**src/rtl/gpd_pkg.sv**
```systemverilog
`timescale 1ns / 1ps

package gpd_pkg;

  // Defaults for the top-level parameters.
  localparam int POINTS_DEFAULT     = 4096;
  localparam int COORD_BITS_DEFAULT = 24;

  // Fixed field widths.
  localparam int IDX_W     = 12;
  localparam int CFG_IDX_W = 2;

  // Shift of the fixed-point reciprocal used to reduce an index modulo the store depth.
  localparam int RECIP_SHIFT = 24;

  // Item codes.
  localparam logic OP_STORE = 1'b0;
  localparam logic OP_QUERY = 1'b1;

  // Configuration register indexes.
  localparam logic [CFG_IDX_W-1:0] REG_QUERY_X = 2'd0;
  localparam logic [CFG_IDX_W-1:0] REG_QUERY_Y = 2'd1;
  localparam logic [CFG_IDX_W-1:0] REG_QUERY_Z = 2'd2;

  // Side information that rides along with a query.
  typedef struct packed {
    logic [IDX_W-1:0] idx;
    logic             last;
  } tag_t;

endpackage

```
**src/rtl/gpd_addr.sv**
```systemverilog
`timescale 1ns / 1ps

module gpd_addr #(
  parameter int POINTS = gpd_pkg::POINTS_DEFAULT,
  parameter int COORD_BITS = gpd_pkg::COORD_BITS_DEFAULT,
  localparam int AW = (POINTS > 1) ? $clog2(POINTS) : 1
) (
  input  logic                      clk,
  input  logic                      rst,
  input  logic                      in_valid,
  output logic                      in_ready,
  input  logic                      in_op,
  input  gpd_pkg::tag_t             in_tag,
  input  logic [3*COORD_BITS-1:0]   in_coords,
  output logic                      out_valid,
  input  logic                      out_ready,
  output logic                      out_op,
  output gpd_pkg::tag_t             out_tag,
  output logic [3*COORD_BITS-1:0]   out_coords,
  output logic [AW-1:0]             out_addr
);

  import gpd_pkg::*;

  localparam int          PRODW = IDX_W + RECIP_SHIFT;
  localparam int          MW    = IDX_W + AW + 1;
  localparam longint      RECIP = (64'd1 << RECIP_SHIFT) / POINTS;

  // Stage one: captured beat.
  logic                    v1;
  logic                    op1;
  tag_t                    tag1;
  logic [3*COORD_BITS-1:0] coords1;
  // Stage two: quotient estimate.
  logic                    v2;
  logic                    op2;
  tag_t                    tag2;
  logic [3*COORD_BITS-1:0] coords2;
  logic [IDX_W-1:0]        quot2;

  logic            adv1;
  logic            adv2;
  logic [PRODW-1:0] prod;
  logic [MW-1:0]    qp;
  logic [MW-1:0]    rem;
  logic [MW-1:0]    rem_fix;

  assign adv2     = !v2 || out_ready;
  assign adv1     = !v1 || adv2;
  assign in_ready = adv1;

  // The floor reciprocal can give a quotient one too small, never too large.
  assign prod = PRODW'(tag1.idx) * PRODW'(RECIP);

  always_ff @(posedge clk) begin
    if (rst) begin
      v1 <= 1'b0;
      v2 <= 1'b0;
    end else begin
      if (adv1) begin
        v1 <= in_valid;
      end
      if (adv2) begin
        v2 <= v1;
      end
    end
  end

  always_ff @(posedge clk) begin
    if (adv1) begin
      op1     <= in_op;
      tag1    <= in_tag;
      coords1 <= in_coords;
    end
    if (adv2) begin
      op2     <= op1;
      tag2    <= tag1;
      coords2 <= coords1;
      quot2   <= prod[PRODW-1:RECIP_SHIFT];
    end
  end

  // Remainder from the estimate, then one corrective subtract.
  assign qp      = MW'(quot2) * MW'(POINTS);
  assign rem     = MW'(tag2.idx) - qp;
  assign rem_fix = (rem >= MW'(POINTS)) ? (rem - MW'(POINTS)) : rem;

  assign out_valid  = v2;
  assign out_op     = op2;
  assign out_tag    = tag2;
  assign out_coords = coords2;
  assign out_addr   = rem_fix[AW-1:0];

  // The raw remainder never reaches twice the depth, and the address stays in range.
  a_rem_bound: assert property (@(posedge clk) disable iff (rst)
    v2 |-> (rem < (MW'(POINTS) << 1)))
    else $error("index remainder out of range");

  a_addr_range: assert property (@(posedge clk) disable iff (rst)
    v2 |-> (rem_fix < MW'(POINTS)))
    else $error("store address beyond depth");

endmodule

```
**config.mk**
```make
export PLATFORM = sky130hd
export DESIGN_NAME = gpd_addr
export DESIGN_NICKNAME = d
export VERILOG_FILES = /design/src/rtl/gpd_pkg.sv /design/src/rtl/gpd_addr.sv
export SDC_FILE = /design/constraint.sdc
export NUM_CORES = 1
export LEC_CHECK = 0
export ABC_AREA = 1
export BUFFER_PORTS_ARGS = -buffer_cell sky130_fd_sc_hd__buf_2
export CORE_MARGIN = 2
export CORE_UTILIZATION = 55
export CTS_BUF_LIST = sky130_fd_sc_hd__clkbuf_4 sky130_fd_sc_hd__clkbuf_8
export DETAILED_ROUTE_END_ITERATION = 6
export PLACE_DENSITY = 0.83
export SYNTH_ARGS = -nofsm -noshare
export SYNTH_HDL_FRONTEND = slang
export SYNTH_SLANG_ARGS = --single-unit
export TNS_END_PERCENT = 10
```
**constraint.sdc**
```tcl
create_clock -name clk -period 4.7 [get_ports clk]
set_clock_uncertainty 0.1 [all_clocks]
set_input_delay 0.94 -clock clk [delete_from_list [all_inputs] [get_ports clk]]
set_output_delay 0.94 -clock clk [all_outputs]
set_load 0.02 [all_outputs]
```
* Word-level counts from Yosys, hierarchy flattened *
Cells that the tools add are included.

cells by class
  $add $sub $neg = 1
  order comparisons = 1
  mux-type cells = 1
  reductions and logical operators = 4

operators with widths
  cell                                                                 count
  greater-or-equal comparator 12 x 13 -> 1 bit, second input constant  1
  2-to-1 mux 12 bit                                                    1
  subtractor 12 x 1 -> 12 bit, second input constant                   1
  zero test 1 bit                                                      2
  logical OR 1 bit                                                     2

word-level totals
  register bits after elaboration = 174
  input bits = 90
  output and inout bits = 100

* Depth between registers and ports, before layout *
  word-level depth = 3
  gate-level depth with buffers = 3
  depth with buffers taken out = 3

* Worst setup path after synthesis *
OpenSTA, ideal clock, no wires.

  path type = input to register
  from = in out_ready
  to = reg coords2[0], in the netlist out_coords[0] (enable)
  data arrival time = 2.837 ns
  data required time = 4.152 ns
  setup slack = 1.314 ns
  stages on the path = 2
  path buffers = 0
  cells stage by stage = inv_1 nand2_1

on the way
  word-level cells in the longest chain between the ends = 1

ends and longest elaborated chain
  what                    line            source
  start: declaration      gpd_addr.sv:16  input logic out_ready,
  logical OR 1 bit        gpd_addr.sv:48  assign adv2 = !v2 || out_ready;
  net adv2                gpd_addr.sv:42  logic adv2;
  end signal: assignment  gpd_addr.sv:78  coords2 <= coords1;
  end: declaration        gpd_addr.sv:38  logic [3*COORD_BITS-1:0] coords2;

The timed path passes the listed nets, and every way through them passes these cells.
A chain may end at the register's enable or synchronous reset.

* Worst setup path in the final report *
  from = in out_ready
  to = out in_ready

on the way
  word-level cells in the longest chain between the ends = 2

ends and longest elaborated chain
  what              line            source
  logical OR 1 bit  gpd_addr.sv:48
  logical OR 1 bit  gpd_addr.sv:49  assign adv1 = !v1 || adv2;
  end: declaration  gpd_addr.sv:11  output logic in_ready,

No other way between the ends.

==> impl_metrics.toml <==
[status]
status = "finished, final reports clean"

[final_layout]
fin_util_pct = 72.5
final_area_um2 = 6760
multi_input_area_um2 = 38.8
antenna_cells = 0
syn2layout_area_growth_pct = 26.8
drive_gt1_share_pct = 55.1
register_area_um2 = 5200
stdcell_count = 530
fillers = 576
final_net_count = 480

[critical_path]
crit_required_ns = 3.66
critPathLaunchType = "primary input"
cp_max_fo = 2
rr_endpoint = "tag1[7]$_DFFE_PP_"
r2r_start = "out_valid$_SDFFE_PP0P_"
crit_type = "primary input to output port"
reg2reg_depth = 2
r2r_slack_ns = 2.88
arrival_ns = 1.41
endpoint_kind = "output port"
cp-startpoint = "out_ready"

[job]
maxCapViolations = 0

[cts]
hold_buffers = 0
cts_root_buffer = "clkbuf_8"
worstSkewPairLatency_ns = 0.41
cts_resized = 0
cts_tree = "done"
cts-buffers-inserted = 17
htree_levels = 4
cts_setup_buffers = 0
clock_sinks = 174
clk_pin_slew_ns = 0.08
cts_buffer_depth = 2

[detailed_routing]
vias_per_cell = 4.49
first_iter_violations = 84
drc = 0
wl_mm = 7.95
ant_nets = 0
wl_per_cell_um = 15.0
vias = 2378
first_pass_iters = 4

[global_routing]
grt_use_total_pct = 15.4
antenna_found_initial = 0
grt_pass1_wl_mm = 11.4
overflow = 0
grt_max_degree = 88
grt_pass1_vias = 2337

[floorplanning]
core_um2 = 9330
start_util_pct = 57.1
die_area_um2 = 10500
num_rows = 35
io_pins = 190
die_x_um = 102
chipHeight_um = 102

[sta]
period_share_pct = 52.1
tns_ns = 0
setup_viol = 0
setup_ws_ns = 2.25
max_slew_margin_pct = 27.2
rsz0062_at_grt = "no"
fin_crit_ns = 2.45
worst_slew_pin_slew_ns = 1.09
slew_violations = 0
hold_viol = 0
max_freq_ghz = 0.409

[min_path]
hold_path.class = "flip-flop to flip-flop"
min_path_cells = 0
worstHoldStart = "tag1[7]$_DFFE_PP_"
whs_endpoint = "out_tag[7]$_DFFE_PP_"

[logic_synthesis]
synthDominantCellAreaShare_pct = 96.9
ys_seq_area_share_pct = 97.7
ys_warn_count = 0
ys_ff_latch = 174
synthCells = 193
synth.distinct_cells = 7
netlist_area_um2 = 5330
yosysTopAreaCell = "edfxtp_1"
synth_nets = 283
synth.area.top_cells = "edfxtp_1 (97%), buf_4 (1.7%), dfxtp_1 (0.75%)"
syn_avg_cell_area_um2 = 27.6

[placement]
portBuffers = 189
gp_congestion = 0.653
dp.cells = 500
dp_hpwl_mm = 5.21
pre_cts_ws_ns = 2.17
place_area_um2 = 6370

[pwr]
ir_drop_mv = 0.247
leakagePower_nw = 2.79
pwr_density_cell_nw_per_um2 = 448
[worst max path at each step]
stage / to / slack (ns) / cells after the start
after floorplan: out_coords[0]$_DFFE_PP_ / 1.31 / 2
after global placement: tag1[10]$_DFFE_PP_ / 2.23 / 4
after detailed placement: tag1[11]$_DFFE_PP_ / 2.17 / 4
after CTS: in_ready / 2.25 / 4
after global routing: in_ready / 2.21 / 4
final: in_ready / 2.25 / 4
[synth_stat cells]
cell,count
a21oi_1,2
buf_4,12
dfxtp_1,2
edfxtp_1,172
inv_1,3
nand2_1,1
nand3_2,1
[logic make-up after synthesis]
logic type / count (synthesis) / synth area share (%)
AOI/OAI and AO/OA: 2 / 0.188
and+or+nand+nor: 2 / 0.258
DFF: 174 / 97.7
buffers and inverters: 15 / 1.90
[critical path, cell delays in order]
cell     delay (ns)
buf_2          0.09
inv_1          0.13
nand3_4        0.08
buf_2          0.16
[per-layer routing]
| metal | track usage [%] | up-vias | wire (µm) |
|---|---|---|---|
| met3 | 6.02 | 11 | 620 |
| met2 | 25.5 | 120 | 4150 |
| met5 | 0 | - | 0 |
| met4 | 6.15 | 0 | 92 |
| li1 | - | 1148 | - |
| met1 | 18.2 | 1099 | 3080 |
[final cells by class]
class                           instances  share of cell area, %
Clock inverter                         13                   2.30
Multi-Input combinational cell          4                  0.574
Tap cell                              129                   2.39
Clock buffer                           17                   3.46
Timing Repair Buffer                  190                   14.1
Inverter                                3                  0.167
Sequential cell                       174                   77.0
[state kept, by name, summed over array words and instances (netlist names)]
signal	flops
v1	1
out_valid	1
coords1	72
out_tag	13
tag1	13
op1	1
out_coords	72
out_op	1
[metrics by stage]
step	hold slack (ns)	total power, mW
floorplan	0.300	1.98
detailed placement	0.305	2.07
global route	0.328	3.14
global placement	0.300	2.06
finish	0.316	3.03
CTS	0.322	3.06
[layout by cell type, fill, tap and decap left out, drive strengths merged]
| master | instances |
|---|---|
| buf | 190 |
| dfxtp | 2 |
| a21oi | 2 |
| clkinvlp | 1 |
| nand2 | 1 |
| inv | 10 |
| bufinv | 2 |
| clkbuf | 17 |
| nand3 | 1 |
| clkinv | 3 |
| edfxtp | 172 |
[power by group]
part / switching, mW / internal, mW / total (mW)
Clock: 0.516 / 0.483 / 0.998
Sequential: 0.0273 / 1.81 / 1.84
Combinational: 0.127 / 0.0671 / 0.194
Total: 0.670 / 2.36 / 3.03
(Power assumes the default switching activity.)
