[config.mk]
export PLATFORM = sky130hd
export DESIGN_NAME = gpd_dist
export DESIGN_NICKNAME = d
export VERILOG_FILES = /design/src/rtl/gpd_pkg.sv /design/src/rtl/gpd_dist.sv
export SDC_FILE = /design/constraint.sdc
export NUM_CORES = 2
export LEC_CHECK = 0
export ABC_AREA = 1
export BUFFER_PORTS_ARGS = -buffer_cell sky130_fd_sc_hd__buf_4
export CAP_MARGIN = 40
export CORE_ASPECT_RATIO = 1.4
export CORE_MARGIN = 1
export CORE_UTILIZATION = 45
export DETAILED_ROUTE_END_ITERATION = 7
export GPL_TIMING_DRIVEN = 0
export SETUP_SLACK_MARGIN = 0.5
export SLEW_MARGIN = 20
export SYNTH_ARGS = -nofsm -noshare
export SYNTH_HDL_FRONTEND = slang
export SYNTH_SLANG_ARGS = --single-unit
export TNS_END_PERCENT = 5
[constraint.sdc]
create_clock -name clk -period 6.1 [get_ports clk]
set_input_delay 0.61 -clock clk [delete_from_list [all_inputs] [get_ports clk]]
set_output_delay 0.61 -clock clk [all_outputs]
set_load 0.05 [all_outputs]
[src/rtl/gpd_pkg.sv]
`timescale 1ns / 1ps

package gpd_pkg;

  // Defaults for the top-level parameters.
  localparam int POINTS_DEFAULT     = 4096;
  localparam int COORD_BITS_DEFAULT = 24;

  // Fixed field widths.
  localparam int IDX_W     = 12;
  localparam int CFG_IDX_W = 2;

  // Shift of the fixed-point reciprocal used to reduce an index modulo the store depth.
  localparam int RECIP_SHIFT = 24;

  // Item codes.
  localparam logic OP_STORE = 1'b0;
  localparam logic OP_QUERY = 1'b1;

  // Configuration register indexes.
  localparam logic [CFG_IDX_W-1:0] REG_QUERY_X = 2'd0;
  localparam logic [CFG_IDX_W-1:0] REG_QUERY_Y = 2'd1;
  localparam logic [CFG_IDX_W-1:0] REG_QUERY_Z = 2'd2;

  // Side information that rides along with a query.
  typedef struct packed {
    logic [IDX_W-1:0] idx;
    logic             last;
  } tag_t;

endpackage

[src/rtl/gpd_dist.sv]
`timescale 1ns / 1ps

module gpd_dist #(
  parameter int COORD_BITS = gpd_pkg::COORD_BITS_DEFAULT,
  localparam int DW = 2 * COORD_BITS + 2
) (
  input  logic                          clk,
  input  logic                          rst,
  input  logic                          in_valid,
  output logic                          in_ready,
  input  gpd_pkg::tag_t                 in_tag,
  input  logic [3*COORD_BITS-1:0]       in_coords,
  input  logic signed [COORD_BITS-1:0]  query_x,
  input  logic signed [COORD_BITS-1:0]  query_y,
  input  logic signed [COORD_BITS-1:0]  query_z,
  output logic                          out_valid,
  input  logic                          out_ready,
  output gpd_pkg::tag_t                 out_tag,
  output logic [DW-1:0]                 out_sumsq
);

  import gpd_pkg::*;

  localparam int CB = COORD_BITS;
  localparam int SW = 2 * CB + 1;

  logic                   v4;
  logic                   v5;
  logic                   v6;
  logic                   adv4;
  logic                   adv5;
  logic                   adv6;
  tag_t                   tag4;
  tag_t                   tag5;
  tag_t                   tag6;
  logic signed [CB:0]     dx;
  logic signed [CB:0]     dy;
  logic signed [CB:0]     dz;
  logic [SW-1:0]          sqx;
  logic [SW-1:0]          sqy;
  logic [SW-1:0]          sqz;
  logic [DW-1:0]          sum_sq;
  logic [CB-1:0]          px;
  logic [CB-1:0]          py;
  logic [CB-1:0]          pz;
  logic signed [2*CB+1:0] mx;
  logic signed [2*CB+1:0] my;
  logic signed [2*CB+1:0] mz;

  assign adv6     = !v6 || out_ready;
  assign adv5     = !v5 || adv6;
  assign adv4     = !v4 || adv5;
  assign in_ready = adv4;

  assign px = in_coords[3*CB-1:2*CB];
  assign py = in_coords[2*CB-1:CB];
  assign pz = in_coords[CB-1:0];

  // Full products of the registered differences; the square fits in SW bits.
  assign mx = dx * dx;
  assign my = dy * dy;
  assign mz = dz * dz;

  always_ff @(posedge clk) begin
    if (rst) begin
      v4 <= 1'b0;
      v5 <= 1'b0;
      v6 <= 1'b0;
    end else begin
      if (adv4) begin
        v4 <= in_valid;
      end
      if (adv5) begin
        v5 <= v4;
      end
      if (adv6) begin
        v6 <= v5;
      end
    end
  end

  // Differences, then squares, then the sum, one register stage each.
  always_ff @(posedge clk) begin
    if (adv4) begin
      tag4 <= in_tag;
      dx   <= $signed({px[CB-1], px}) - $signed({query_x[CB-1], query_x});
      dy   <= $signed({py[CB-1], py}) - $signed({query_y[CB-1], query_y});
      dz   <= $signed({pz[CB-1], pz}) - $signed({query_z[CB-1], query_z});
    end
    if (adv5) begin
      tag5 <= tag4;
      sqx  <= mx[SW-1:0];
      sqy  <= my[SW-1:0];
      sqz  <= mz[SW-1:0];
    end
    if (adv6) begin
      tag6   <= tag5;
      sum_sq <= DW'(sqx) + DW'(sqy) + DW'(sqz);
    end
  end

  assign out_valid = v6;
  assign out_tag   = tag6;
  assign out_sumsq = sum_sq;

  // No squared difference can exceed the square of the full coordinate span.
  a_square_bound: assert property (@(posedge clk) disable iff (rst)
    v5 |-> (sqx <= (SW'(1) << (2 * CB))) && (sqy <= (SW'(1) << (2 * CB)))
           && (sqz <= (SW'(1) << (2 * CB))))
    else $error("squared difference out of range");

endmodule
# Word-level counts from Yosys, hierarchy flattened
# Index checks and enable logic that the tools add are counted.
[classes]
addsub = 5
multipliers = 3
n_div = 0
magnitude_cmp = 0
n_eq_ne = 0
shift = 0
n_mux = 0
bitwise = 0
reduce_logical = 6
[op_table]
columns = ["operator", "n"]
rows = [
  ["multiplier 25 x 25 -> 49 bit", 3],
  ["subtractor 24 x 24 -> 25 bit", 3],
  ["adder 49 x 49 -> 50 bit", 1],
  ["adder 50 x 49 -> 50 bit", 1],
  ["zero test 1 bit", 3],
  ["logical OR 1 bit", 3],
]
[totals]
regBits = 314
latchBits = 0
ram_bits = 0
romBits = 0
inputBits = 161
out_inout_bits = 65
memories = 0

# Longest topological paths before layout
[depth]
ltp_word = 4
depth_mapped = 31
depth_no_buf = 29

# Worst setup path after synthesis
# Ideal clock, no wire load.
[synth_timing]
kind = "register to register"
start = "register dy[1]"
end = "register sqy[48] (data pin)"
setup_ns = 0.252
t_arrival_ns = 6.415
t_required_ns = 5.848
setup_slack_ns = -0.567
path_stages_with_launch = 26
n_path_buf = 2
period_less_slack_ns = 6.667
cell_sequence = "edfxtp_1 > clkbuf_1 > clkbuf_1 > nand2_1 > inv_1 > fa_1 > fa_1 > inv_1 > fa_1 > inv_1 > fa_1 > fa_1 > fa_1 > fa_1 > ha_1 > nand2_1 > inv_1 > nand3_1 > nor3_1 > nand2_1 > nor2_1 > nand2_1 > nand3_1 > inv_1 > nand2_1 > nand2_1"
[synth_between]
elab_chain_len = 1
[synth_rtl]
columns = ["item", "line_no", "source"]
rows = [
  ["start, declared", "gpd_dist.sv:37", "logic signed [CB:0] dy;"],
  ["start signal, assigned", "gpd_dist.sv:87", "dy <= $signed({py[CB-1], py}) - $signed({query_y[CB-1], query_y});"],
  ["multiplier 25 x 25 -> 49 bit", "gpd_dist.sv:61", "assign my = dy * dy;"],
  ["via my[48]", "gpd_dist.sv:47", "logic signed [2*CB+1:0] my;"],
  ["end signal, assigned", "gpd_dist.sv:93", "sqy <= my[SW-1:0];"],
  ["end, declared", "gpd_dist.sv:40", "logic [SW-1:0] sqy;"],
]
# The timed path passes the listed nets, and every way through them passes these cells.
# A chain may end at the register's enable or synchronous reset.

# Final worst setup path
[layout_timing]
start = "register dy[5]"
end = "register sqy[36] (data pin)"
# Same word-level chain as after synthesis.

==> flow_summary_export.csv <==
group,metric,value,unit
run_status,status,"finished with violations",
run_status,violations,"setup timing",
route,wl_per_cell,23.2,um
job,maxCapViolCount,0,
timing,postLayoutSetupSlackWorst,-836,ps
clock_tree,cts.reportedPaths.clkPinSlew,60,ps
clock_tree,cts_tree,"built",
timing,rsz0062_at_grt,"yes",
die,row_count,186,
timing,worst_pin_slew,767,ps
worst_setup_path,slowest_delay,740,ps
worst_hold_path,min_path_type,"primary input to register",
clock_tree,htreeDepth,2,
route,firstDrtPassIters,6,
synth,netlist_instances,9953,
timing,finalCritPeriodShare,114,%
global_route,grt_util_all_layers,32.5,%
route,viasPerCell,5.14,
layout,drive_above_1_share,13.6,%
route,drc,0,
layout,final_cell_mix,"inv_1, nand2_1, fa_1",
global_route,first_global_vias,72500,
worst_setup_path,crit_buf_inv,9,
die,start_util,45.4,%
worst_setup_path,cp.required,6490,ps
worst_setup_path,worstSetupEndpoint,"sqy[36]$_DFFE_PP_",
route,drt_iter0_drc,3978,
worst_setup_path,crit_start,"dy[5]$_DFFE_PP_",
die,ios,226,
worst_setup_path,crit_top_cell,"fa_1",
worst_setup_path,crit_slowest_cell,"edfxtp_1",
timing,slew_headroom,48.3,%
timing,max_freq,144,MHz
clock_tree,ctsLongestPathBuffers,3,
clock_tree,cts_buffers,37,
clock_tree,clock-sinks,311,
timing,finalHoldViolCount,0,
synth,yosysWarnings,0,
layout,layout.nets,13000,
worst_setup_path,reg2reg_to,"sqy[36]$_DFFE_PP_",
timing,fin_skew,70.3,ps
placed_design,hpwl,261000,um
layout,fillers,17500,
synth,synthDistinctLibCells,48,
layout,stdcell_area,96100,um2
global_route,grt_max_degree,113,
synth,ys_ff_latch,311,
route,drt_wl_total,299000,um
synth,synth_area_per_cell,8.40,um2
worst_setup_path,worstSetupStartpointType,"register",
clock_tree,clock_latency,680,ps
die,core,184000,um2
die,die_y,512,um
placed_design,placed_cell_area,89300,um2
placed_design,portBuffers,225,
route,drtAntennaViolNets,0,
worst_setup_path,r2r_slack,-840,ps
worst_setup_path,critPathTopFamily,"adder cells",
synth,ys.flop_type,"edfxtp_1",
die,dieArea,187000,um2
layout,seqCellArea,9310,um2
layout,multiInputGateArea,65200,um2
timing,finalSetupViolCount,102,
synth,synth_edf_count,308,
worst_setup_path,reg2regPathDepth,25,
global_route,grt_first_pass_wirelength,443000,um
clock_tree,cts_root_buf,"clkbuf_16",
global_route,gr-total-overflow,0,
timing,finalMaxSlewViolations,0,
placed_design,place_congestion,1.05,
timing,fin_crit,6940,ps
timing,whs,144,ps
global_route,antenna_found_initial,13,
worst_setup_path,endpoint_kind,"register",
worst_setup_path,crit_arrival,7330,ps
worst_setup_path,crit_fanout,6,
layout,area_delta_synth_final,15.0,%
placed_design,placed_cells,12700,
layout,final_common_cell,"inv_1",
worst_setup_path,worst-setup-path-type,"register to register",
worst_setup_path,r2r_start,"dy[5]$_DFFE_PP_",
die,die_x,366,um
worst_setup_path,path_depth,25,
synth,synth-async-reset-ratio,0,%
layout,final_cells,12900,
route,vias,66100,
synth,synth.yosys.seq_area_share,11.1,%
synth,syn_area,83600,um2
timing,final.setup.tns,-49480,ps
state kept, by name, indices dropped and copies added (netlist names):
| register | flops |
|---|---|
| dy | 25 |
| out_sumsq | 50 |
| v5 | 1 |
| sqx | 48 |
| dz | 25 |
| out_valid | 1 |
| out_tag | 13 |
| sqz | 48 |
| tag5 | 13 |
| sqy | 48 |
| tag4 | 13 |
| dx | 25 |
| v4 | 1 |
worst min-delay path by stage:
stage / end / startpoint / cells after the start / slack, ps
floorplan: out_tag[0]$_DFFE_PP_ / tag5[0]$_DFFE_PP_ / 0 / 400
global placement: out_tag[5]$_DFFE_PP_ / tag5[5]$_DFFE_PP_ / 0 / 400
detailed placement: out_tag[4]$_DFFE_PP_ / tag5[4]$_DFFE_PP_ / 0 / 400
CTS: v5$_SDFFE_PP0P_ / rst / 2 / 110
global route: tag4[3]$_DFFE_PP_ / in_tag[3] / 1 / 140
finish: v5$_SDFFE_PP0P_ / rst / 2 / 140
metal layers:
layer,wire [um],global-route usage [%]
met1,98700,33.5
met2,156000,59.6
met3,15100,3.95
met4,29400,25.0
met5,77,0
layout make-up:
cell class / instances / area share (%)
multi-input cells: 6344 / 67.9
inverters: 3070 / 12.0
flip-flops and latches: 311 / 9.69
repair buffers: 391 / 3.45
well taps: 2444 / 3.18
plain buffers: 230 / 2.48
clock buffers: 40 / 0.997
clock inverters: 27 / 0.289
diodes: 7 / 0.0182
cell families (layout without fill, tap and decap cells):
| group | after synthesis | in the layout | share of synthesized area (%) |
|---|---|---|---|
| adder cells (fa/ha/maj) | 2418 | 2418 | 52.8 |
| AO/OA/AOI/OAI | 575 | 575 | 3.78 |
| AND/OR/NAND/NOR | 3118 | 3118 | 15.1 |
| buffers and inverters | 3300 | 3758 | 14.8 |
| XOR/XNOR | 230 | 230 | 2.42 |
| other | 1 | 10 | 0.00449 |
| flip-flops | 311 | 311 | 11.1 |
worst reg2reg max path: cells and delay by family (launching register included):
kind	cells	cell delay, ps
simple gates	8	1090
flops	1	740
fa+ha+maj	8	3920
buf+inv	9	970
cell usage after synthesis (5+ instances only):
cell / instances / area, um2
inv_1: 3070 / 11500
nand2_1: 2222 / 8340
fa_1: 1847 / 37000
ha_1: 571 / 7140
nor2_1: 434 / 1630
a21oi_1: 317 / 1590
edfxtp_1: 308 / 9250
nand3_1: 252 / 1260
clkbuf_1: 225 / 845
xor2_1: 174 / 1520
o21ai_0: 158 / 791
nand4_1: 69 / 432
xnor2_1: 55 / 482
nor3_1: 52 / 260
o21bai_1: 45 / 338
nand2_2: 24 / 150
a21o_1: 13 / 97.6
or2_2: 12 / 75.1
nand3_2: 10 / 100
and2_1: 8 / 50.1
nor2_2: 8 / 50.1
nor4_1: 7 / 43.8
a21oi_2: 6 / 52.6
o21ai_2: 5 / 43.8
through the flow:
stage	worst slack (ps)	util [%]
floorplan	-23.7	-
global route	-907	52.2
finish	-836	52.2
global placement	-2620	48.3
detailed placement	-2240	48.5
CTS	-742	51.2
what timing repair did:
item,4_1_cts,5_1_grt
buffers inserted,84,48
pin swaps,100,119
hold buffers,0,0
resized for setup,821,487
gates cloned,1,0
setup endpoints to repair,122,117
Power is left out: the tool's default activity adds up to more than one toggle a clock period on the data nets, which glitch-free logic cannot reach.
