### config.mk
export PLATFORM = sky130hd
export DESIGN_NAME = gpd_ram
export DESIGN_NICKNAME = d
export VERILOG_FILES = /design/src/rtl/gpd_ram.sv
export SDC_FILE = /design/constraint.sdc
export NUM_CORES = 1
export LEC_CHECK = 0
export BUFFER_PORTS_ARGS = -buffer_cell sky130_fd_sc_hd__buf_2
export CORE_ASPECT_RATIO = 1.25
export CORE_UTILIZATION = 30
export DETAILED_ROUTE_END_ITERATION = 12
export GPL_TIMING_DRIVEN = 0
export MAX_ROUTING_LAYER = met4
export PLACE_DENSITY_LB_ADDON = 0.08
export SLEW_MARGIN = 20
export SYNTH_ARGS = -nofsm -noshare
export SYNTH_HDL_FRONTEND = slang
export SYNTH_SLANG_ARGS = --single-unit
export TNS_END_PERCENT = 5
### constraint.sdc
create_clock -name clk -period 0.93 [get_ports clk]
set_clock_uncertainty 0.05 [all_clocks]
set_input_delay 0.093 -clock clk [delete_from_list [all_inputs] [get_ports clk]]
set_output_delay 0.093 -clock clk [all_outputs]
set_load 0.01 [all_outputs]
### src/rtl/gpd_ram.sv
`timescale 1ns / 1ps

module gpd_ram #(
  parameter int WIDTH = 8,
  parameter int DEPTH = 2,
  localparam int AW = (DEPTH > 1) ? $clog2(DEPTH) : 1
) (
  input  logic             clk,
  input  logic             we,
  input  logic             re,
  input  logic [AW-1:0]    addr,
  input  logic [WIDTH-1:0] wdata,
  output logic [WIDTH-1:0] rdata
);

  logic [WIDTH-1:0] mem [DEPTH];

  // Single port: write on we, registered read held while re is low.
  always_ff @(posedge clk) begin
    if (we) begin
      mem[addr] <= wdata;
    end
    if (re) begin
      rdata <= mem[addr];
    end
  end

endmodule

# Word-level counts from Yosys, hierarchy flattened

Memory sizes are Yosys's and may differ from the RTL's. A register that Yosys moved wholly into a read port is not among the register bits.
Index checks and enable logic that the tools add are counted.

Muxes and demuxes: 2

Operator list:

| kind    | count |
|---|---|
| $mux W1 | 2 |

Register bits after elaboration: 0
RAM bits: 16
Bits of input ports: 12
Output and inout bits: 8
Word-level logic and storage cells: 3
Memories kept: 1

Memory list:

| memory | words | bits a word | read ports | clocked after Yosys merged registers in | wr ports | RTL line | RTL |
|---|---|---|---|---|---|---|---|
| mem    | 2     | 8           | 1          | 1                                       | 1        | 16       | `logic [WIDTH-1:0] mem [DEPTH];` |

# Logic depth before layout (Yosys ltp)

Gate-level depths: netlist of the first run.

Depth after elaboration: 2
Gate-level depth with buffers: 2
Depth with buffers taken out: 1

# Worst setup path before layout of the first run

No wires, ideal clock.

Path type: reg-to-reg
Start point: mem mem[0][0]
End point: reg rdata[0], read port of mem (data pin)
Data arrival time: 0.590 ns
Setup slack: 0.030 ns
Stages on the path, launching flop included: 2
Path buffers: 0
Clock period less this slack: 0.900 ns
Cell sequence: edfxtp_1 > mux2_4

RTL lines:

| element         | RTL line | RTL |
|---|---|---|
| start, declared | 16       |  |
| end, declared   | 13       | `output logic [WIDTH-1:0] rdata` |

No word-level cell between the ends.

# Worst setup path after layout of the first run

Start point: reg rdata[5], read port of mem
End point: out rdata[5]

No word-level cell between the ends.

==> key figures, run 1 <==
Run status
  • Outcome: finished with violations
  • Failing checks: negative setup slack

Setup path
  • Req. time, crit path: 0.79 ns
  • Setup CP Type: flop to output port
  • CP max-delay cell: edfxtp_1
  • Delay-heaviest family, CP: flip-flops
  • Crit path DAT: 0.83 ns
  • Worst Setup End Kind: output port
  • CP startpoint: rdata[5]
  • Worst r2r src: mem[0][4]
  • Worst-path maximum fanout: 1
  • CP cell instances: buf_2
  • CP startpoint kind: flop
  • Crit path largest cell delay: 0.38 ns
  • Worst r2r path cells: 1
  • Worst path depth: 1
  • Crit path buffers/inverters: 1

Clocking
  • Clock sink total: 24
  • Clock transition at path regs: 0.12 ns
  • CTS root buf: clkbuf_4
  • CTS Buffer Depth: 2
  • TritonCTS clock tree: yes
  • Post-CTS setup repair buffer count: 0
  • Cts repair resizes: 0
  • Clock insertion delay at the later pin of the skew report: 0.30 ns
  • H-tree levels: 1
  • CTS Buf Count: 3

Logic synthesis
  • Mapped Area: 868 µm²
  • Syn Nets: 47
  • Yosys warning count: 0
  • Post-Synthesis Cells: 35
  • Seq/Total Area, Yosys: 0.830
  • Area contributors post-synth: edfxtp_1 (83%), mux2_4 (14%), buf_6 (1.3%), and2b_2 (1.0%), and2_2 (0.86%)
  • Area leader, netlist: edfxtp_1
  • Top-area cell type share of the netlist area: 0.830
  • FF+latch count, synth: 24
  • Mapped Avg Cell Area: 24.8 µm²
  • Distinct cell type count after synthesis: 5

Final layout
  • Design area: 1110 µm²
  • Area Growth Syn to Fin: 27.5%
  • # diodes: 0
  • Most common cell after layout, fill and taps aside: edfxtp_1
  • Most frequent cells in the layout: edfxtp_1 (24), buf_2 (18), mux2_4 (8), dlygate4sd3_1 (8), clkbuf_4 (3)
  • Share of cells above drive strength 1: 0.492
  • Fill count: 250
  • Nets: 78

STA
  • Achievable Freq: 1020 MHz
  • RSZ-0062 raised after global routing: yes
  • Worst-Margin Slew: 0.206 ns
  • Setup ws final: -0.0461 ns
  • Fin. Hold Viols: 0
  • Total negative slack: -0.316 ns
  • Setup-failing EPs final: 12
  • Slew Limit Headroom: 0.863
  • Period minus WS final: 0.976 ns
  • Tcrit/Tclk final: 1.05
  • Slew Viols, Final: 0
  • Worst hold margin: 0.0936 ns

Drt
  • DRC viols: 0
  • Via/cell ratio: 4.25
  • Routed Antenna Nets: 0
  • Initial DRC count: 9
  • Vias: 421
  • Detailed Routing Iterations Pass 1: 3
  • Wire per inst: 13.2 µm
  • Final wirelength: 1310 µm

Place
  • IO buf count: 18
  • Detailed placement HPWL: 914 µm
  • RePlAce Congestion: 0.630
  • Pre-CTS WS: -0.0331 ns
  • Placed Area: 1000 µm²

Hold path
  • Min-delay worst type: primary input to flop
  • Hold Path Cell Cnt: 1
  • Hold Crit Start: re

Floorplan
  • Die area: 3110 µm²
  • Initial Utilization: 0.321
  • Placeable Area: 2710 µm²
  • Horiz. Die Dim: 50.1 µm
  • Site Rows: 21
  • I/O pin total: 20
  • Die height: 62.2 µm

Power
  • Tot Pwr: 1910 µW
  • Leakage: 0.000428 µW
  • Total power per unit cell area: 1730 nW/µm²
  • Peak VDD IR: 0.932 mV

Global routing
  • GR Overflow Total: 0
  • Overall routing resource usage: 0.101
  • Vias in the first global route: 480
  • Pin count of the biggest net entering global routing: 14
  • First-pass GRT wire length: 2130 µm
  • Initial antenna violation count: 0

Flow run
  • Max-cap viol count: 0
[worst paths after layout]
check             end  slack (ns)
max reg2reg  rdata[4]       -0.03
min          rdata[7]        0.09
min reg2reg  rdata[6]        0.51
max          rdata[5]       -0.05
[sequential cells by signal (all words and copies together) (netlist names)]
register  flops
rdata         8
mem          16
[cells in the mapped netlist]
cell       n
buf_6      1
and2_2     1
edfxtp_1  24
mux2_4     8
and2b_2    1
[repair_timing]
item	CTS	global route
setup endpoints to repair	15	16
hold endpoints to repair	16	0
pin swaps	0	0
hold buffers	8	0
[cell families after synthesis]
| group | synth area share |
|---|---|
| AND/OR/NAND/NOR | 0.0187 |
| flip-flops | 0.830 |
| multiplexers | 0.138 |
| buffers and inverters | 0.0130 |
[through the flow]
stage           util  cells
2_1_floorplan      -     35
3_3_place_gp   0.370     87
3_5_place_dp   0.370     87
4_1_cts        0.409     99
5_1_grt        0.409     99
6_report       0.409     99
[routing by layer]
layer,GRT usage,vias up,wire length [µm]
met3,0.0147,4,55
met5,-,-,0
met1,0.0884,206,438
met2,0.188,15,785
li1,-,196,-
met4,0.0643,0,25
[report_power, final]
part	switching [µW]	internal [µW]	leakage (µW)	total (µW)
Combinational	75.0	107	0.000184	182
Clock	281	157	0.0000154	437
Sequential	17.6	1280	0.000228	1290
[cell type report]
class | instances | area (µm²) | share of cell area
clock buffer | 3 | 22.5 | 0.0203
clock inverter | 1 | 3.75 | 0.00339
sequential | 24 | 721 | 0.651
timing repair buffer | 26 | 170 | 0.154
tap | 34 | 42.5 | 0.0384
buffer | 1 | 11.3 | 0.0102
multi-input combinational | 10 | 136 | 0.123
No activity file was read; power rests on OpenSTA's default activity.
==> inputs of run 2 (changes only) <==
ABC_AREA = 1   (was not set)
==> key figures, run 2 <==
Run status
  • Outcome: finished with violations
  • Failing checks: negative setup slack

Clocking
  • CTS Buf Count: 3 (unchanged)
  • CTS Buffer Depth: 2 (unchanged)
  • Post-CTS setup repair buffer count: 0 (unchanged)
  • Clock transition at path regs: 0.12 ns (about the same)
  • CTS root buf: clkbuf_4
  • H-tree levels: 1 (unchanged)
  • Clock insertion delay at the later pin of the skew report: 0.30 ns (about the same)
  • Clock sink total: 24 (unchanged)
  • TritonCTS clock tree: yes

Power
  • Sequential power share: 0.684 (+0.008)
  • NetSw: 380 µW (+1.7%)
  • Combinational fraction of design power: 0.084 (-0.011)
  • Total power per unit cell area: 1740 nW/µm² (+0.63%)
  • Peak VDD IR: 0.730 mV (-22%)
  • Sw frac: 0.202 (+0.00646)
  • Leakage: 0.000452 µW (+5.5%)
  • Power share of the clock group: 0.232 (+0.003)
  • Pint: 1500 µW (-2.3%)

Setup path
  • Worst r2r src: mem[1][0]
  • Worst R2R Setup Slack: 0.14 ns (+0.17 ns)
  • CP startpoint kind: flop
  • Crit path largest cell delay: 0.38 ns (about the same)
  • Delay-heaviest family, CP: flip-flops
  • Req. time, crit path: 0.79 ns (about the same)
  • Worst-path maximum fanout: 1 (unchanged)
  • Reg2Reg Capture Point: rdata[0]
  • Worst r2r path cells: 2 (+1)
  • Worst Setup End Kind: output port
  • Crit path buffers/inverters: 1 (unchanged)
  • Setup CP Type: flop to output port
  • CP cell instances: buf_2
  • CP max-delay cell: edfxtp_1
  • Crit path DAT: 0.83 ns (about the same)

Global routing
  • Met1 Use GR: 0.115 (+0.0268)
  • Vias in the first global route: 433 (-9.8%)
  • GR Overflow Total: 0 (unchanged)
  • First-pass GRT wire length: 1990 µm (-6.2%)
  • Global routing usage on met3: 0.0222 (+0.00752)
  • Gr busiest metal: met2
  • Overall routing resource usage: 0.101 (about the same)
  • M2 GR Usage: 0.151 (-0.0376)
  • Initial antenna violation count: 0 (unchanged)
  • Pin count of the biggest net entering global routing: 14 (unchanged)

Drt
  • DRC viols: 0 (unchanged)
  • Routed Antenna Nets: 0 (unchanged)
  • Vias: 472 (+12%)
  • Via/cell ratio: 3.97 (-6.7%)
  • Initial DRC count: 7 (-2)
  • Detailed Routing Iterations Pass 1: 3 (unchanged)
  • Wire per inst: 10.2 µm (-23%)
  • Final wirelength: 1210 µm (-7.0%)

Flow run
  • Max-cap viol count: 0 (unchanged)

STA
  • RSZ-0062 raised after global routing: yes
  • Slew Viols, Final: 0 (unchanged)
  • Slew Limit Headroom: 0.705 (-0.157)
  • Fin. Hold Viols: 0 (unchanged)
  • Worst-Margin Slew: 0.442 ns (+0.236 ns)
  • Setup-failing EPs final: 8 (-4)
  • Achievable Freq: 1030 MHz (+0.62%)
  • Period minus WS final: 0.970 ns (-0.00606 ns)
  • Tcrit/Tclk final: 1.04 (-0.00651)
  • Setup ws final: -0.0400 ns (+0.00606 ns)

Floorplan
  • Die height: 61.1 µm (-1.8%)
  • Initial Utilization: 0.315 (-0.00543)
  • Site Rows: 21 (unchanged)
  • Horiz. Die Dim: 49.2 µm (-1.7%)
  • Die area: 3010 µm² (-3.5%)
  • Placeable Area: 2650 µm² (-1.9%)
  • I/O pin total: 20 (unchanged)

Hold path
  • Min-delay worst type: primary input to flop
  • Hold Crit Start: re
  • Hold EP: rdata[5]
  • Hold Path Cell Cnt: 1 (unchanged)

Final layout
  • Top Registers: mem (16), rdata (8)
  • Most frequent cells in the layout: nand2_1 (25), edfxtp_1 (24), buf_2 (19)
  • Most common cell after layout, fill and taps aside: nand2_1
  • Nets: 98 (+26%)
  • # diodes: 0 (unchanged)
  • Largest Register: mem
  • Area Growth Syn to Fin: 29.4%
  • Post-layout util: 0.408 (-0.000856)
  • Area of the multi-input gates: 100 µm² (-27%)
  • Largest register FFs: 16 (unchanged)
  • Design area: 1080 µm² (-2.1%)
  • FF/Latch Area: 721 µm² (unchanged)
  • Share of cells above drive strength 1: 0.282 (-0.210)
  • Fill count: 266 (+6.4%)

Logic synthesis
  • Seq/Total Area, Yosys: 0.861 (+0.0310)
  • Commonest cells post-synth: nand2_1 (25), edfxtp_1 (24), inv_1 (3)
  • Post-synth ARST share: 0 (unchanged)
  • Number of synthesized flops with an enable pin: 24 (unchanged)
  • Post-Synthesis Cells: 54 (+54%)
  • Yosys warning count: 0 (unchanged)
  • Distinct cell type count after synthesis: 5 (unchanged)
  • Mapped Avg Cell Area: 15.5 µm² (-38%)
  • FF+latch count, synth: 24 (unchanged)
  • Most numerous cell in the Yosys netlist: nand2_1
  • Most used DFF post-synth: edfxtp_1
  • Mapped Area: 837 µm² (-3.6%)
  • Area leader, netlist: edfxtp_1
  • Area contributors post-synth: edfxtp_1 (86%), nand2_1 (11%), inv_1 (1.3%), buf_4 (0.90%), nor2_1 (0.45%)
  • Top-area cell type share of the netlist area: 0.861 (+0.0310)
  • Syn Nets: 66 (+40%)

Place
  • RePlAce Congestion: 0.612 (-2.8%)
  • IO buf count: 19 (+1)
  • Placed Area: 977 µm² (-2.4%)
  • Detailed placement HPWL: 810 µm (-11%)
## run 2: cell families (layout without fill, tap and decap cells)
group,after synthesis,count (layout),share of synthesized area
and+or+nand+nor,26,26,0.117
buffers and inverters,4,35,0.0224
DFF,24,24,0.861
## run 2: how the worst max path moves through the flow
stage                      endpoint  slack (ns)  cells after the start  startpoint
final                      rdata[2]       -0.04                      1    rdata[2]
after detailed placement  mem[0][5]       -0.28                      3        addr
after CTS                  rdata[2]       -0.06                      1    rdata[2]
after global routing       rdata[4]       -0.09                      1    rdata[4]
after floorplan           mem[0][0]        0.03                      2        addr
after global placement    mem[0][0]       -0.29                      3        addr
## run 2: final cells by class
type,count,area share
sequential,24,0.665
tap,34,0.0393
timing repair buffer,27,0.162
clock buffer,3,0.0208
multi-input combinational,26,0.0924
inverter,3,0.0104
clock inverter,1,0.00346
buffer,1,0.00693
## run 2: timing repair
item,CTS,global route
resized for setup,0,0
hold buffers,8,0
endpoints found under the hold margin,16,0
setup endpoints to repair,8,8
cloned,0,0
## run 2: power groups by stage
| stage | combinational (µW) | sequential (µW) | clock, µW |
|---|---|---|---|
| 3_5_place_dp | 138 | 1320 | 0 |
| 5_1_grt | 178 | 1300 | 507 |
| 4_1_cts | 163 | 1290 | 462 |
| 3_3_place_gp | 135 | 1310 | 0 |
| 2_1_floorplan | 49.3 | 1330 | 0 |
| 6_report | 158 | 1290 | 437 |
## run 2: metal layers
layer  wire, µm  vias to the layer above
met2        581                       12
met4         18                        0
met3         49                        2
met5          0                        -
met1        564                      214
li1           -                      244
## run 2: stage by stage
step	std cells	hold WS, ns	total power (µW)	TNS (ns)	worst slack (ns)
final	119	0.0748	1880	-0.217	-0.0400
after global routing	119	0.0649	1980	-0.608	-0.0883
after CTS	119	0.0722	1920	-0.377	-0.0644
after detailed placement	107	0.234	1450	-3.59	-0.277
after global placement	107	0.232	1450	-3.78	-0.288
after floorplan	54	0.142	1380	0	0.0324
